**src/hw/rtl/bms_pkg.sv**
```systemverilog
// Shared types and constants for the batch median selector.
package bms_pkg;

    // Width of the reported sample count.
    localparam int unsigned COUNT_WIDTH = 7;

    // Sequencer states, one-hot.
    typedef enum logic [7:0] {
        S_IDLE = 8'b0000_0001,
        S_CRD  = 8'b0000_0010,
        S_CLAT = 8'b0000_0100,
        S_SCAN = 8'b0000_1000,
        S_TAIL = 8'b0001_0000,
        S_EVAL = 8'b0010_0000,
        S_AVG  = 8'b0100_0000,
        S_OUT  = 8'b1000_0000
    } bms_state_t;

endpackage

```
**src/hw/rtl/bms_sample_store.sv**
```systemverilog
// Sample store: one write port and one read port with registered read data.
module bms_sample_store #(
    parameter int unsigned DATA_W = 32,
    parameter int unsigned DEPTH  = 64,
    parameter int unsigned ADDR_W = 6
) (
    input  logic              clk,
    input  logic              wr_en,
    input  logic [ADDR_W-1:0] wr_addr,
    input  logic [DATA_W-1:0] wr_data,
    input  logic [ADDR_W-1:0] rd_addr,
    output logic [DATA_W-1:0] rd_data
);
    import bms_pkg::*;

    logic [DATA_W-1:0] mem [DEPTH];
    logic [DATA_W-1:0] rd_data_reg;

    // Write port.
    always_ff @(posedge clk)
    begin
        if (wr_en)
        begin
            mem[wr_addr] <= wr_data;
        end
    end

    // Registered read port.
    always_ff @(posedge clk)
    begin
        rd_data_reg <= mem[rd_addr];
    end

    assign rd_data = rd_data_reg;

endmodule

```
**src/hw/rtl/batch_median_selector.sv**
```systemverilog
// Top level of the batch median selector: sample intake, rank sequencer and result register.
//
// Samples are taken one per cycle into an on-chip store until the sample marked last;
// samples beyond CAPACITY are dropped and reported through overflow. The median is then
// found by rank selection with one shared pair of comparators (less than and less or
// equal): each stored sample in turn is read as a candidate and compared with every
// stored sample over one read port of the store, each candidate passing through the states
// CRD, CLAT, SCAN, TAIL and EVAL, and the result is offered after AVG. The sample input
// is not ready from the last sample of a batch until its result transfer. An even count
// gives the floor of the mean of the two middle values. The store needs no clearing after reset.
module batch_median_selector #(
    parameter int unsigned CAPACITY     = 64,
    parameter int unsigned SAMPLE_WIDTH = 32
) (
    input  logic                                  clk,
    input  logic                                  rst_n,
    input  logic                                  sample_valid,
    output logic                                  sample_ready,
    input  logic signed [SAMPLE_WIDTH-1:0]        sample,
    input  logic                                  last,
    output logic                                  result_valid,
    input  logic                                  result_ready,
    output logic signed [SAMPLE_WIDTH-1:0]        median,
    output logic [bms_pkg::COUNT_WIDTH-1:0]       count,
    output logic                                  overflow
);
    import bms_pkg::*;

    localparam int unsigned AW = (CAPACITY > 1) ? $clog2(CAPACITY) : 1;
    localparam int unsigned CW = $clog2(CAPACITY + 1);

    bms_state_t state_reg, state_next;

    logic [CW-1:0]                 n_reg, n_next;
    logic                          dropped_reg, dropped_next;
    logic [AW-1:0]                 i_reg, i_next;
    logic [AW-1:0]                 j_reg, j_next;
    logic [CW-1:0]                 lt_reg, lt_next;
    logic [CW-1:0]                 le_reg, le_next;
    logic                          pend_reg, pend_next;
    logic                          fa_reg, fa_next;
    logic                          fb_reg, fb_next;
    logic signed [SAMPLE_WIDTH-1:0] cand_reg, cand_next;
    logic signed [SAMPLE_WIDTH-1:0] a_reg, a_next;
    logic signed [SAMPLE_WIDTH-1:0] b_reg, b_next;
    logic signed [SAMPLE_WIDTH-1:0] median_reg, median_next;

    logic                          take;
    logic                          has_room;
    logic                          wr_en;
    logic [AW-1:0]                 rd_addr;
    logic signed [SAMPLE_WIDTH-1:0] rd_data;
    logic [CW-1:0]                 k_hi;
    logic [CW-1:0]                 k_lo;
    logic                          hit_hi;
    logic                          hit_lo;
    logic                          cmp_lt;
    logic                          cmp_le;
    logic signed [SAMPLE_WIDTH:0]  pair_sum;

    assign take     = sample_valid && sample_ready;
    assign has_room = (n_reg < CW'(CAPACITY));
    assign wr_en    = take && has_room;
    assign rd_addr  = (state_reg == S_CRD) ? i_reg : j_reg;

    bms_sample_store #(
        .DATA_W (SAMPLE_WIDTH),
        .DEPTH  (CAPACITY),
        .ADDR_W (AW)
    ) u_store (
        .clk     (clk),
        .wr_en   (wr_en),
        .wr_addr (n_reg[AW-1:0]),
        .wr_data (sample),
        .rd_addr (rd_addr),
        .rd_data (rd_data)
    );

    // Shared comparators and rank tests.
    assign cmp_lt = (rd_data < cand_reg);
    assign cmp_le = (rd_data <= cand_reg);
    assign k_hi   = n_reg >> 1;
    assign k_lo   = n_reg[0] ? k_hi : (k_hi - CW'(1));
    assign hit_hi = (lt_reg <= k_hi) && (k_hi < le_reg);
    assign hit_lo = (lt_reg <= k_lo) && (k_lo < le_reg);

    // Mean of the two middle values, rounded towards minus infinity.
    assign pair_sum = {a_reg[SAMPLE_WIDTH-1], a_reg} + {b_reg[SAMPLE_WIDTH-1], b_reg};

    // Sequencer.
    always_comb
    begin
        state_next   = state_reg;
        n_next       = n_reg;
        dropped_next = dropped_reg;
        i_next       = i_reg;
        j_next       = j_reg;
        lt_next      = lt_reg;
        le_next      = le_reg;
        pend_next    = pend_reg;
        fa_next      = fa_reg;
        fb_next      = fb_reg;
        cand_next    = cand_reg;
        a_next       = a_reg;
        b_next       = b_reg;
        median_next  = median_reg;

        case (state_reg)
            S_IDLE:
            begin
                if (take)
                begin
                    if (has_room)
                    begin
                        n_next = n_reg + CW'(1);
                    end
                    else
                    begin
                        dropped_next = 1'b1;
                    end
                    if (last)
                    begin
                        i_next     = '0;
                        fa_next    = 1'b0;
                        fb_next    = 1'b0;
                        state_next = S_CRD;
                    end
                end
            end
            S_CRD:
            begin
                state_next = S_CLAT;
            end
            S_CLAT:
            begin
                cand_next  = rd_data;
                j_next     = '0;
                lt_next    = '0;
                le_next    = '0;
                pend_next  = 1'b0;
                state_next = S_SCAN;
            end
            S_SCAN:
            begin
                pend_next = 1'b1;
                if (pend_reg)
                begin
                    lt_next = lt_reg + CW'(cmp_lt);
                    le_next = le_reg + CW'(cmp_le);
                end
                if (CW'(j_reg) == (n_reg - CW'(1)))
                begin
                    state_next = S_TAIL;
                end
                else
                begin
                    j_next = j_reg + AW'(1);
                end
            end
            S_TAIL:
            begin
                lt_next    = lt_reg + CW'(cmp_lt);
                le_next    = le_reg + CW'(cmp_le);
                state_next = S_EVAL;
            end
            S_EVAL:
            begin
                if (hit_lo)
                begin
                    a_next  = cand_reg;
                    fa_next = 1'b1;
                end
                if (hit_hi)
                begin
                    b_next  = cand_reg;
                    fb_next = 1'b1;
                end
                if ((fa_reg || hit_lo) && (fb_reg || hit_hi))
                begin
                    state_next = S_AVG;
                end
                else
                begin
                    i_next     = i_reg + AW'(1);
                    state_next = S_CRD;
                end
            end
            S_AVG:
            begin
                median_next = pair_sum[SAMPLE_WIDTH:1];
                state_next  = S_OUT;
            end
            S_OUT:
            begin
                if (result_ready)
                begin
                    n_next       = '0;
                    dropped_next = 1'b0;
                    state_next   = S_IDLE;
                end
            end
            default:
            begin
                state_next = S_IDLE;
            end
        endcase
    end

    // Control state.
    always_ff @(posedge clk or negedge rst_n)
    begin
        if (!rst_n)
        begin
            state_reg   <= S_IDLE;
            n_reg       <= '0;
            dropped_reg <= 1'b0;
            i_reg       <= '0;
            j_reg       <= '0;
            lt_reg      <= '0;
            le_reg      <= '0;
            pend_reg    <= 1'b0;
            fa_reg      <= 1'b0;
            fb_reg      <= 1'b0;
        end
        else
        begin
            state_reg   <= state_next;
            n_reg       <= n_next;
            dropped_reg <= dropped_next;
            i_reg       <= i_next;
            j_reg       <= j_next;
            lt_reg      <= lt_next;
            le_reg      <= le_next;
            pend_reg    <= pend_next;
            fa_reg      <= fa_next;
            fb_reg      <= fb_next;
        end
    end

    // Payload registers.
    always_ff @(posedge clk)
    begin
        cand_reg   <= cand_next;
        a_reg      <= a_next;
        b_reg      <= b_next;
        median_reg <= median_next;
    end

    assign sample_ready = (state_reg == S_IDLE);
    assign result_valid = (state_reg == S_OUT);
    assign median       = median_reg;
    assign count        = COUNT_WIDTH'(n_reg);
    assign overflow     = dropped_reg;

    // A result always covers at least one and at most CAPACITY samples.
    assert property (@(posedge clk) disable iff (!rst_n)
        result_valid |-> (n_reg != '0) && (n_reg <= CW'(CAPACITY)))
        else $error("result count out of range");

    // The rank counts of a finished scan are ordered and stay within the batch.
    assert property (@(posedge clk) disable iff (!rst_n)
        (state_reg == S_EVAL) |-> (lt_reg <= le_reg) && (le_reg <= n_reg))
        else $error("rank counts inconsistent");

    // A result transfer empties the batch and reopens the sample input.
    assert property (@(posedge clk) disable iff (!rst_n)
        (result_valid && result_ready) |=> sample_ready && (n_reg == '0) && !dropped_reg)
        else $error("batch not cleared after result transfer");

    // Selection never runs past the stored samples.
    assert property (@(posedge clk) disable iff (!rst_n)
        (state_reg == S_CRD) |-> (CW'(i_reg) < n_reg))
        else $error("candidate index beyond batch");

endmodule

```
**config.mk**
```make
export PLATFORM = sky130hd
export DESIGN_NAME = batch_median_selector
export DESIGN_NICKNAME = d
export VERILOG_FILES = /design/src/hw/rtl/bms_pkg.sv /design/src/hw/rtl/bms_sample_store.sv /design/src/hw/rtl/batch_median_selector.sv
export SDC_FILE = /design/constraint.sdc
export NUM_CORES = 2
export LEC_CHECK = 0
export BUFFER_PORTS_ARGS = -buffer_cell sky130_fd_sc_hd__buf_2
export CAP_MARGIN = 20
export CORE_MARGIN = 1.5
export CORE_UTILIZATION = 63
export CTS_CLUSTER_DIAMETER = 150
export DETAILED_ROUTE_END_ITERATION = 6
export MAX_ROUTING_LAYER = met4
export PLACE_DENSITY_LB_ADDON = 0.25
export SLEW_MARGIN = 30
export SYNTH_ARGS = -nofsm -noshare
export SYNTH_HDL_FRONTEND = slang
export SYNTH_HIERARCHICAL = 1
export SYNTH_SLANG_ARGS = --single-unit
```
**constraint.sdc**
```tcl
create_clock -name clk -period 6.2 [get_ports clk]
set_clock_uncertainty 0.1 [all_clocks]
set_input_delay 0.31 -clock clk [delete_from_list [all_inputs] [get_ports clk]]
set_output_delay 0.31 -clock clk [all_outputs]
set_load 0.05 [all_outputs]
```
**After elaboration in Yosys (flattened, before gate mapping)**

Memories as Yosys holds them, arrays and structs flattened. A register that Yosys moved wholly into a read port is not among the register bits.
Index checks and enable logic that the tools add are counted.

- Memories: 1
- Bits in writable memories: 2,048
- Logic and storage cells: 106
- Input port bits: 37
- Register bits after elaboration: 173
- Output and inout bits: 42

Memories:

| name | words | width | read ports | clocked after memory_dff | wr ports | RTL line | source |
|---|---|---|---|---|---|---|---|
| u_store.mem | 64 | 32 | 1 | 1 | 1 | bms_sample_store.sv:16 | `logic [DATA_W-1:0] mem [DEPTH];` |

- $lt $le $gt $ge: 7
- Mux-type cells: 35
- Eq/ne operators: 20
- Reductions and logical operators: 21
- Add/subtract/negate cells: 8

Operators by type and width:

| operator | number |
|---|---|
| $pmux W8 S8 | 1 |
| $mux W7 | 7 |
| $pmux W7 S3 | 2 |
| $add A32 B32 Y33 | 1 |
| $le A32 B32 Y1 | 1 |
| $lt A32 B32 Y1 | 1 |
| $mux W8 | 4 |
| $mux W6 | 5 |
| $pmux W6 S2 | 2 |
| $reduce_and A4 Y1 | 6 |
| $add A7 B1 Y7 | 2 |
| $ne A2 B2 Y1 const B | 7 |
| $pmux W7 S2 | 1 |
| $add A6 B1 Y6 const B | 2 |
| $mux W1 | 9 |
| $eq A8 B1 Y1 const B | 1 |
| $eq A8 B2 Y1 const B | 1 |
| $eq A8 B3 Y1 const B | 1 |
| $eq A8 B4 Y1 const B | 1 |
| $eq A8 B5 Y1 const B | 1 |
| $eq A8 B6 Y1 const B | 1 |
| $eq A8 B7 Y1 const B | 1 |
| $eq A8 B8 Y1 const B | 1 |
| $ne A2 B1 Y1 const B | 4 |
| other kinds (15) | 28 |

**Logic depth before layout (Yosys ltp)**

- Depth in word-level cells: 8
- Depth in mapped cells: 17
- Gate-level depth less buffers: 16

**Hierarchy**

The synthesis kept the hierarchy.

Modules (own cells, without submodules):

| module | cells each | instances | area an instance (um2) | sequential area each (um2) |
|---|---|---|---|---|
| bms_sample_store | 3,324 | 1 | 78,515.3 | 62,139.6 |
| batch_median_selector | 826 | 1 | 9,401.5 | 4,971.0 |

**Worst setup path after synthesis**

No wires, ideal clock.

- Path kind: register to register
- Start point: register state_reg[1]
- End point: memory u_store.mem[49][0], enable pin
- Period minus slack after synthesis: 4.794 ns
- Slack: 1.406 ns
- Stages on the path, launching flop included: 9
- Required time: 5.639 ns
- Buffers on the path: 1
- Setup time: 0.461 ns
- Data arrival time: 4.233 ns
- Cells stage by stage: dfrtp_1 nor4_2 nand4b_1 inv_2 and3_1 buf_2 nor2b_1 nand4_1 nor3_1

- Longest elaborated chain between the ends: 5

Ends and longest elaborated chain:

| item | RTL line | source |
|---|---|---|
| start, declared | batch_median_selector.sv:32 | `bms_state_t state_reg, state_next;` |
| start signal, assigned | batch_median_selector.sv:227 | `state_reg <= state_next;` |
| $eq A8 B1 Y1 | batch_median_selector.sv:249 | `assign sample_ready = (state_reg == S_IDLE);` |
| net sample_ready | batch_median_selector.sv:18 | `output logic sample_ready,` |
| $logic_and A1 B1 Y1 | batch_median_selector.sv:61 | `assign take = sample_valid && sample_ready;` |
| $logic_and A1 B1 Y1 | batch_median_selector.sv:63 | `assign wr_en = take && has_room;` |
| net wr_en | batch_median_selector.sv:50 | `logic wr_en;` |
| $mux W1 | bms_sample_store.sv:22 | `if (wr_en)` |
| $mux W1 (implied by the code) | bms_sample_store.sv:24 | `mem[wr_addr] <= wr_data;` |
| end, declared | bms_sample_store.sv:16 |  |

The timed path passes the listed nets, and every way through them passes these cells.

**Worst setup path in the final report**

- Start point: register state_reg[2]
- End point: register u_store.rd_data_reg[6] (netlist: u_store/rd_data[6]), read port of u_store.mem

- Longest elaborated chain between the ends: 2

Ends and longest elaborated chain:

| item | RTL line | source |
|---|---|---|
| $eq A8 B2 Y1 | batch_median_selector.sv:64 | `assign rd_addr = (state_reg == S_CRD) ? i_reg : j_reg;` |
| $mux W6 | batch_median_selector.sv:64 |  |
| net rd_addr[0] | batch_median_selector.sv:51 | `logic [AW-1:0] rd_addr;` |
| end, declared | bms_sample_store.sv:17 | `logic [DATA_W-1:0] rd_data_reg;` |

The timed path passes the listed nets, and every way through them passes these cells.
A chain may end at the register's enable or synchronous reset.

==> results.json <==
{
  "run_status": "finished, violations left",
  "failed_checks": "design-rule violations",
  "finalHoldViolCount": 0,
  "worstPathRequired_ps": 6760,
  "yosysUniqueCellTypes": 71,
  "netlist_instances": 4150,
  "rr_worst_depth": 11,
  "postSynthRegisterBits": 2253,
  "antenna_found_initial": 10,
  "clk_latency_ps": 850,
  "synth_top_cells_by_area": "edfxtp_1 74%, mux4_2 14%, ha_1 1.4%",
  "synth-seq-area-share": 0.763,
  "grt_use_total": 0.339,
  "r2r_slack_ps": 750,
  "grt_first_pass_wirelength_mm": 324,
  "setup_slack_ps": 749,
  "wl_mm": 229,
  "grt_max_degree": 80,
  "place_area_sq_mm": 0.0919,
  "rows": 136,
  "fin_area_sq_mm": 0.0991,
  "synth_top_family_by_area": "multiplexers",
  "post_cts_buffers": 0,
  "globalplace.congestion": 0.879,
  "nNetsFinal": 4586,
  "drt_iter0_drc": 6795,
  "drcViolationCount": 2,
  "r2r_start": "state_reg[2]$_DFFE_PN0P_",
  "synth-xor-area-share": 0.00558,
  "power_w": 0.0298,
  "syn_avg_cell_area_sq_um": 21.2,
  "pre_cts_slack_ps": 960,
  "synth_edf_count": 2176,
  "yosys.area.top_type": "edfxtp_1",
  "cts_tree": "built",
  "area_growth_pct": 12.8,
  "synthAdderAreaFrac": 0.0142,
  "cts_inserted_buffers": 209,
  "final_layout_size_suffix_gt1_frac": 0.259,
  "hold_depth": 2,
  "min_path_type": "input port to flip-flop",
  "layoutNonFillerInstCount": 6507,
  "maxSlewHeadroom": 0.267,
  "yosysTopAreaCellShare": 0.743,
  "placed_cells": 6080,
  "ant_nets": 0,
  "htreeDepth": 4,
  "globalRoute.totalOverflow": 0,
  "clock_path_buffers": 3,
  "synth_mux_area_frac": 0.151,
  "syn_area_sq_mm": 0.0879,
  "hpwl_mm": 128,
  "finalCritPeriodShare": 0.879,
  "die_h_microns": 377,
  "drv_slew": 0,
  "largest_reg_flops": 2048,
  "start_kind": "flip-flop",
  "grt_pass1_vias": 45186,
  "synth-simple-area-share": 0.0250,
  "synth_flop_cell": "edfxtp_1",
  "ys_warn_count": 6,
  "cp.arrival_ps": 6010,
  "dieArea_sq_mm": 0.142,
  "path_clk_slew_ps": 60,
  "tightestPinTransition_ps": 1100,
  "period_minus_slack_ps": 5450,
  "core_sq_mm": 0.138,
  "clock-sinks": 2253,
  "io_buffers": 78,
  "num_vias": 45152,
  "top_register": "u_store/mem",
  "final.setup.tns_ps": 0,
  "max-vdd-ir-drop_mv": 0.352,
  "end_kind": "flip-flop",
  "drt-wirelength-per-cell_microns": 35.2,
  "worstSetupStartpoint": "state_reg[2]$_DFFE_PN0P_",
  "vias_per_cell": 6.94,
  "fp.dieW_microns": 377,
  "synth_nets": 4286,
  "io_pins": 79,
  "dr.pass1.iters": 7,
  "rr_endpoint": "u_store/rd_data[6]$_DFF_P_",
  "max_cap_violations": 0,
  "cts-root-buf": "clkbuf_16",
  "holdPathEnd": "u_store/mem[8][30]$_DFFE_PP_",
  "holdCritStartpoint": "sample[30]",
  "synthArstFlopShare": 0.0200,
  "power_density_mw_per_mm2": 301,
  "leakage_nw": 33.3,
  "crit_fanout": 75,
  "setup_viol": 0,
  "initial_core_util": 0.637,
  "rsz0062_at_grt": "no",
  "crit_type": "flip-flop to flip-flop",
  "fmax_mhz": 183,
  "synth_compound_area_frac": 0.0277
}
-- synthesized netlist by cell type (6+ instances only) --
cell and instances:
nor3_1 22, buf_2 61, dfrtp_1 44, dfxtp_1 32, o221ai_1 29, nand2_1 96
a22oi_1 13, and3_1 14, a21o_1 23, o22ai_1 88, and2_1 6, o21a_1 11
xnor2_1 36, mux2i_1 96, nor2_1 183, a21oi_1 113, buf_1 21, ha_1 98
nand2b_1 15, edfxtp_1 2176, a31oi_1 7, o21ai_0 37, a311oi_1 9, clkbuf_1 80
mux4_2 544, nand4_1 14, inv_1 72, o211ai_1 8, buf_4 25, nand3_1 26
xor2_1 20, nand3b_1 6, nor2b_1 27
-- metrics by stage --
| step | util | hold slack [ps] |
|---|---|---|
| after floorplan | - | -85.6 |
| after CTS | 0.717 | 11.3 |
| final | 0.718 | 42.4 |
| after detailed placement | 0.666 | 250 |
| after global placement | 0.665 | 336 |
| after global routing | 0.718 | 56.3 |
-- worst max-delay path, stage by stage, from the launching register on --
cell and delay [ps]:
dfrtp_1 410, nor2_2 190, nand2_1 90, or3_1 350, or3b_2 630, o21ai_4 570
buf_12 260, buf_12 440, mux4_2 600, mux4_2 530, o22ai_1 710, nor2_1 210
-- how the worst max path moves through the flow --
stage | slack [ps] | depth (start not counted) | endpoint
2_1_floorplan | 1410 | 8 | u_store/mem[49][0]$_DFFE_PP_
3_3_place_gp | 1000 | 11 | u_store/rd_data[6]$_DFF_P_
3_5_place_dp | 960 | 11 | u_store/rd_data[6]$_DFF_P_
4_1_cts | 920 | 11 | u_store/rd_data[6]$_DFF_P_
5_1_grt | 640 | 11 | u_store/rd_data[6]$_DFF_P_
6_report | 750 | 11 | u_store/rd_data[6]$_DFF_P_
-- placed cells by master, fill, tap and decap left out, types with 17 or more instances in the layout --
cell           count
a21o_1            23
a21oi_1          113
buf_12            19
buf_2             66
buf_4            171
bufinv_16         23
clkbuf_1          47
clkbuf_16        210
clkinv_1          53
clkinv_2          32
dfrtp_1           44
dfxtp_1           32
dlygate4sd3_1     17
edfxtp_1        2176
ha_1              98
inv_1             72
mux2i_1           96
mux4_2           544
nand2_1           95
nand3_1           24
nor2_1           118
nor2_4            65
nor2b_1           27
nor3_1            20
o21ai_0           35
o221ai_1          29
o22ai_1           88
xnor2_1           36
xor2_1            20
-- layer usage --
metal,up-vias,part of all wire,track usage
li1,17917,-,-
met1,23337,0.34,0.437
met2,3286,0.49,0.525
met3,612,0.12,0.0763
met4,0,0.052,0.154
met5,-,0,-
-- where the power goes --
part	switching [W]	internal (W)
clock network	0.00562	0.00724
registers	0	0.0167
logic	0.000243	0.0000273
-- cell families (layout without fill, tap and decap cells) --
logic type                 after synthesis  in the layout
xor gates and xnor gates                56             56
muxes                                  642            642
and+or+nand+nor                        457            457
AOI/OAI and AO/OA                      378            378
adders and majority gates               99             99
buffers and inverters                  265            747
other                                    0             12
DFF                                   2253           2253
-- timing repair --
action / 4_1_cts / 5_1_grt
hold endpoints to repair: 761 / 0
hold buffers: 18 / 0
gates resized for setup: 0 / 0
-- cell type report --
class | instances | area [sq um]
timing repair buffer | 281 | 2360
antenna | 12 | 30.0
inverter | 73 | 274
tap | 1863 | 2330
multi-input combinational | 1632 | 20200
sequential | 2253 | 67100
fill | 7757 | 38900
clock inverter | 133 | 1390
clock buffer | 260 | 5470
Power figures use the tool's default switching activity.
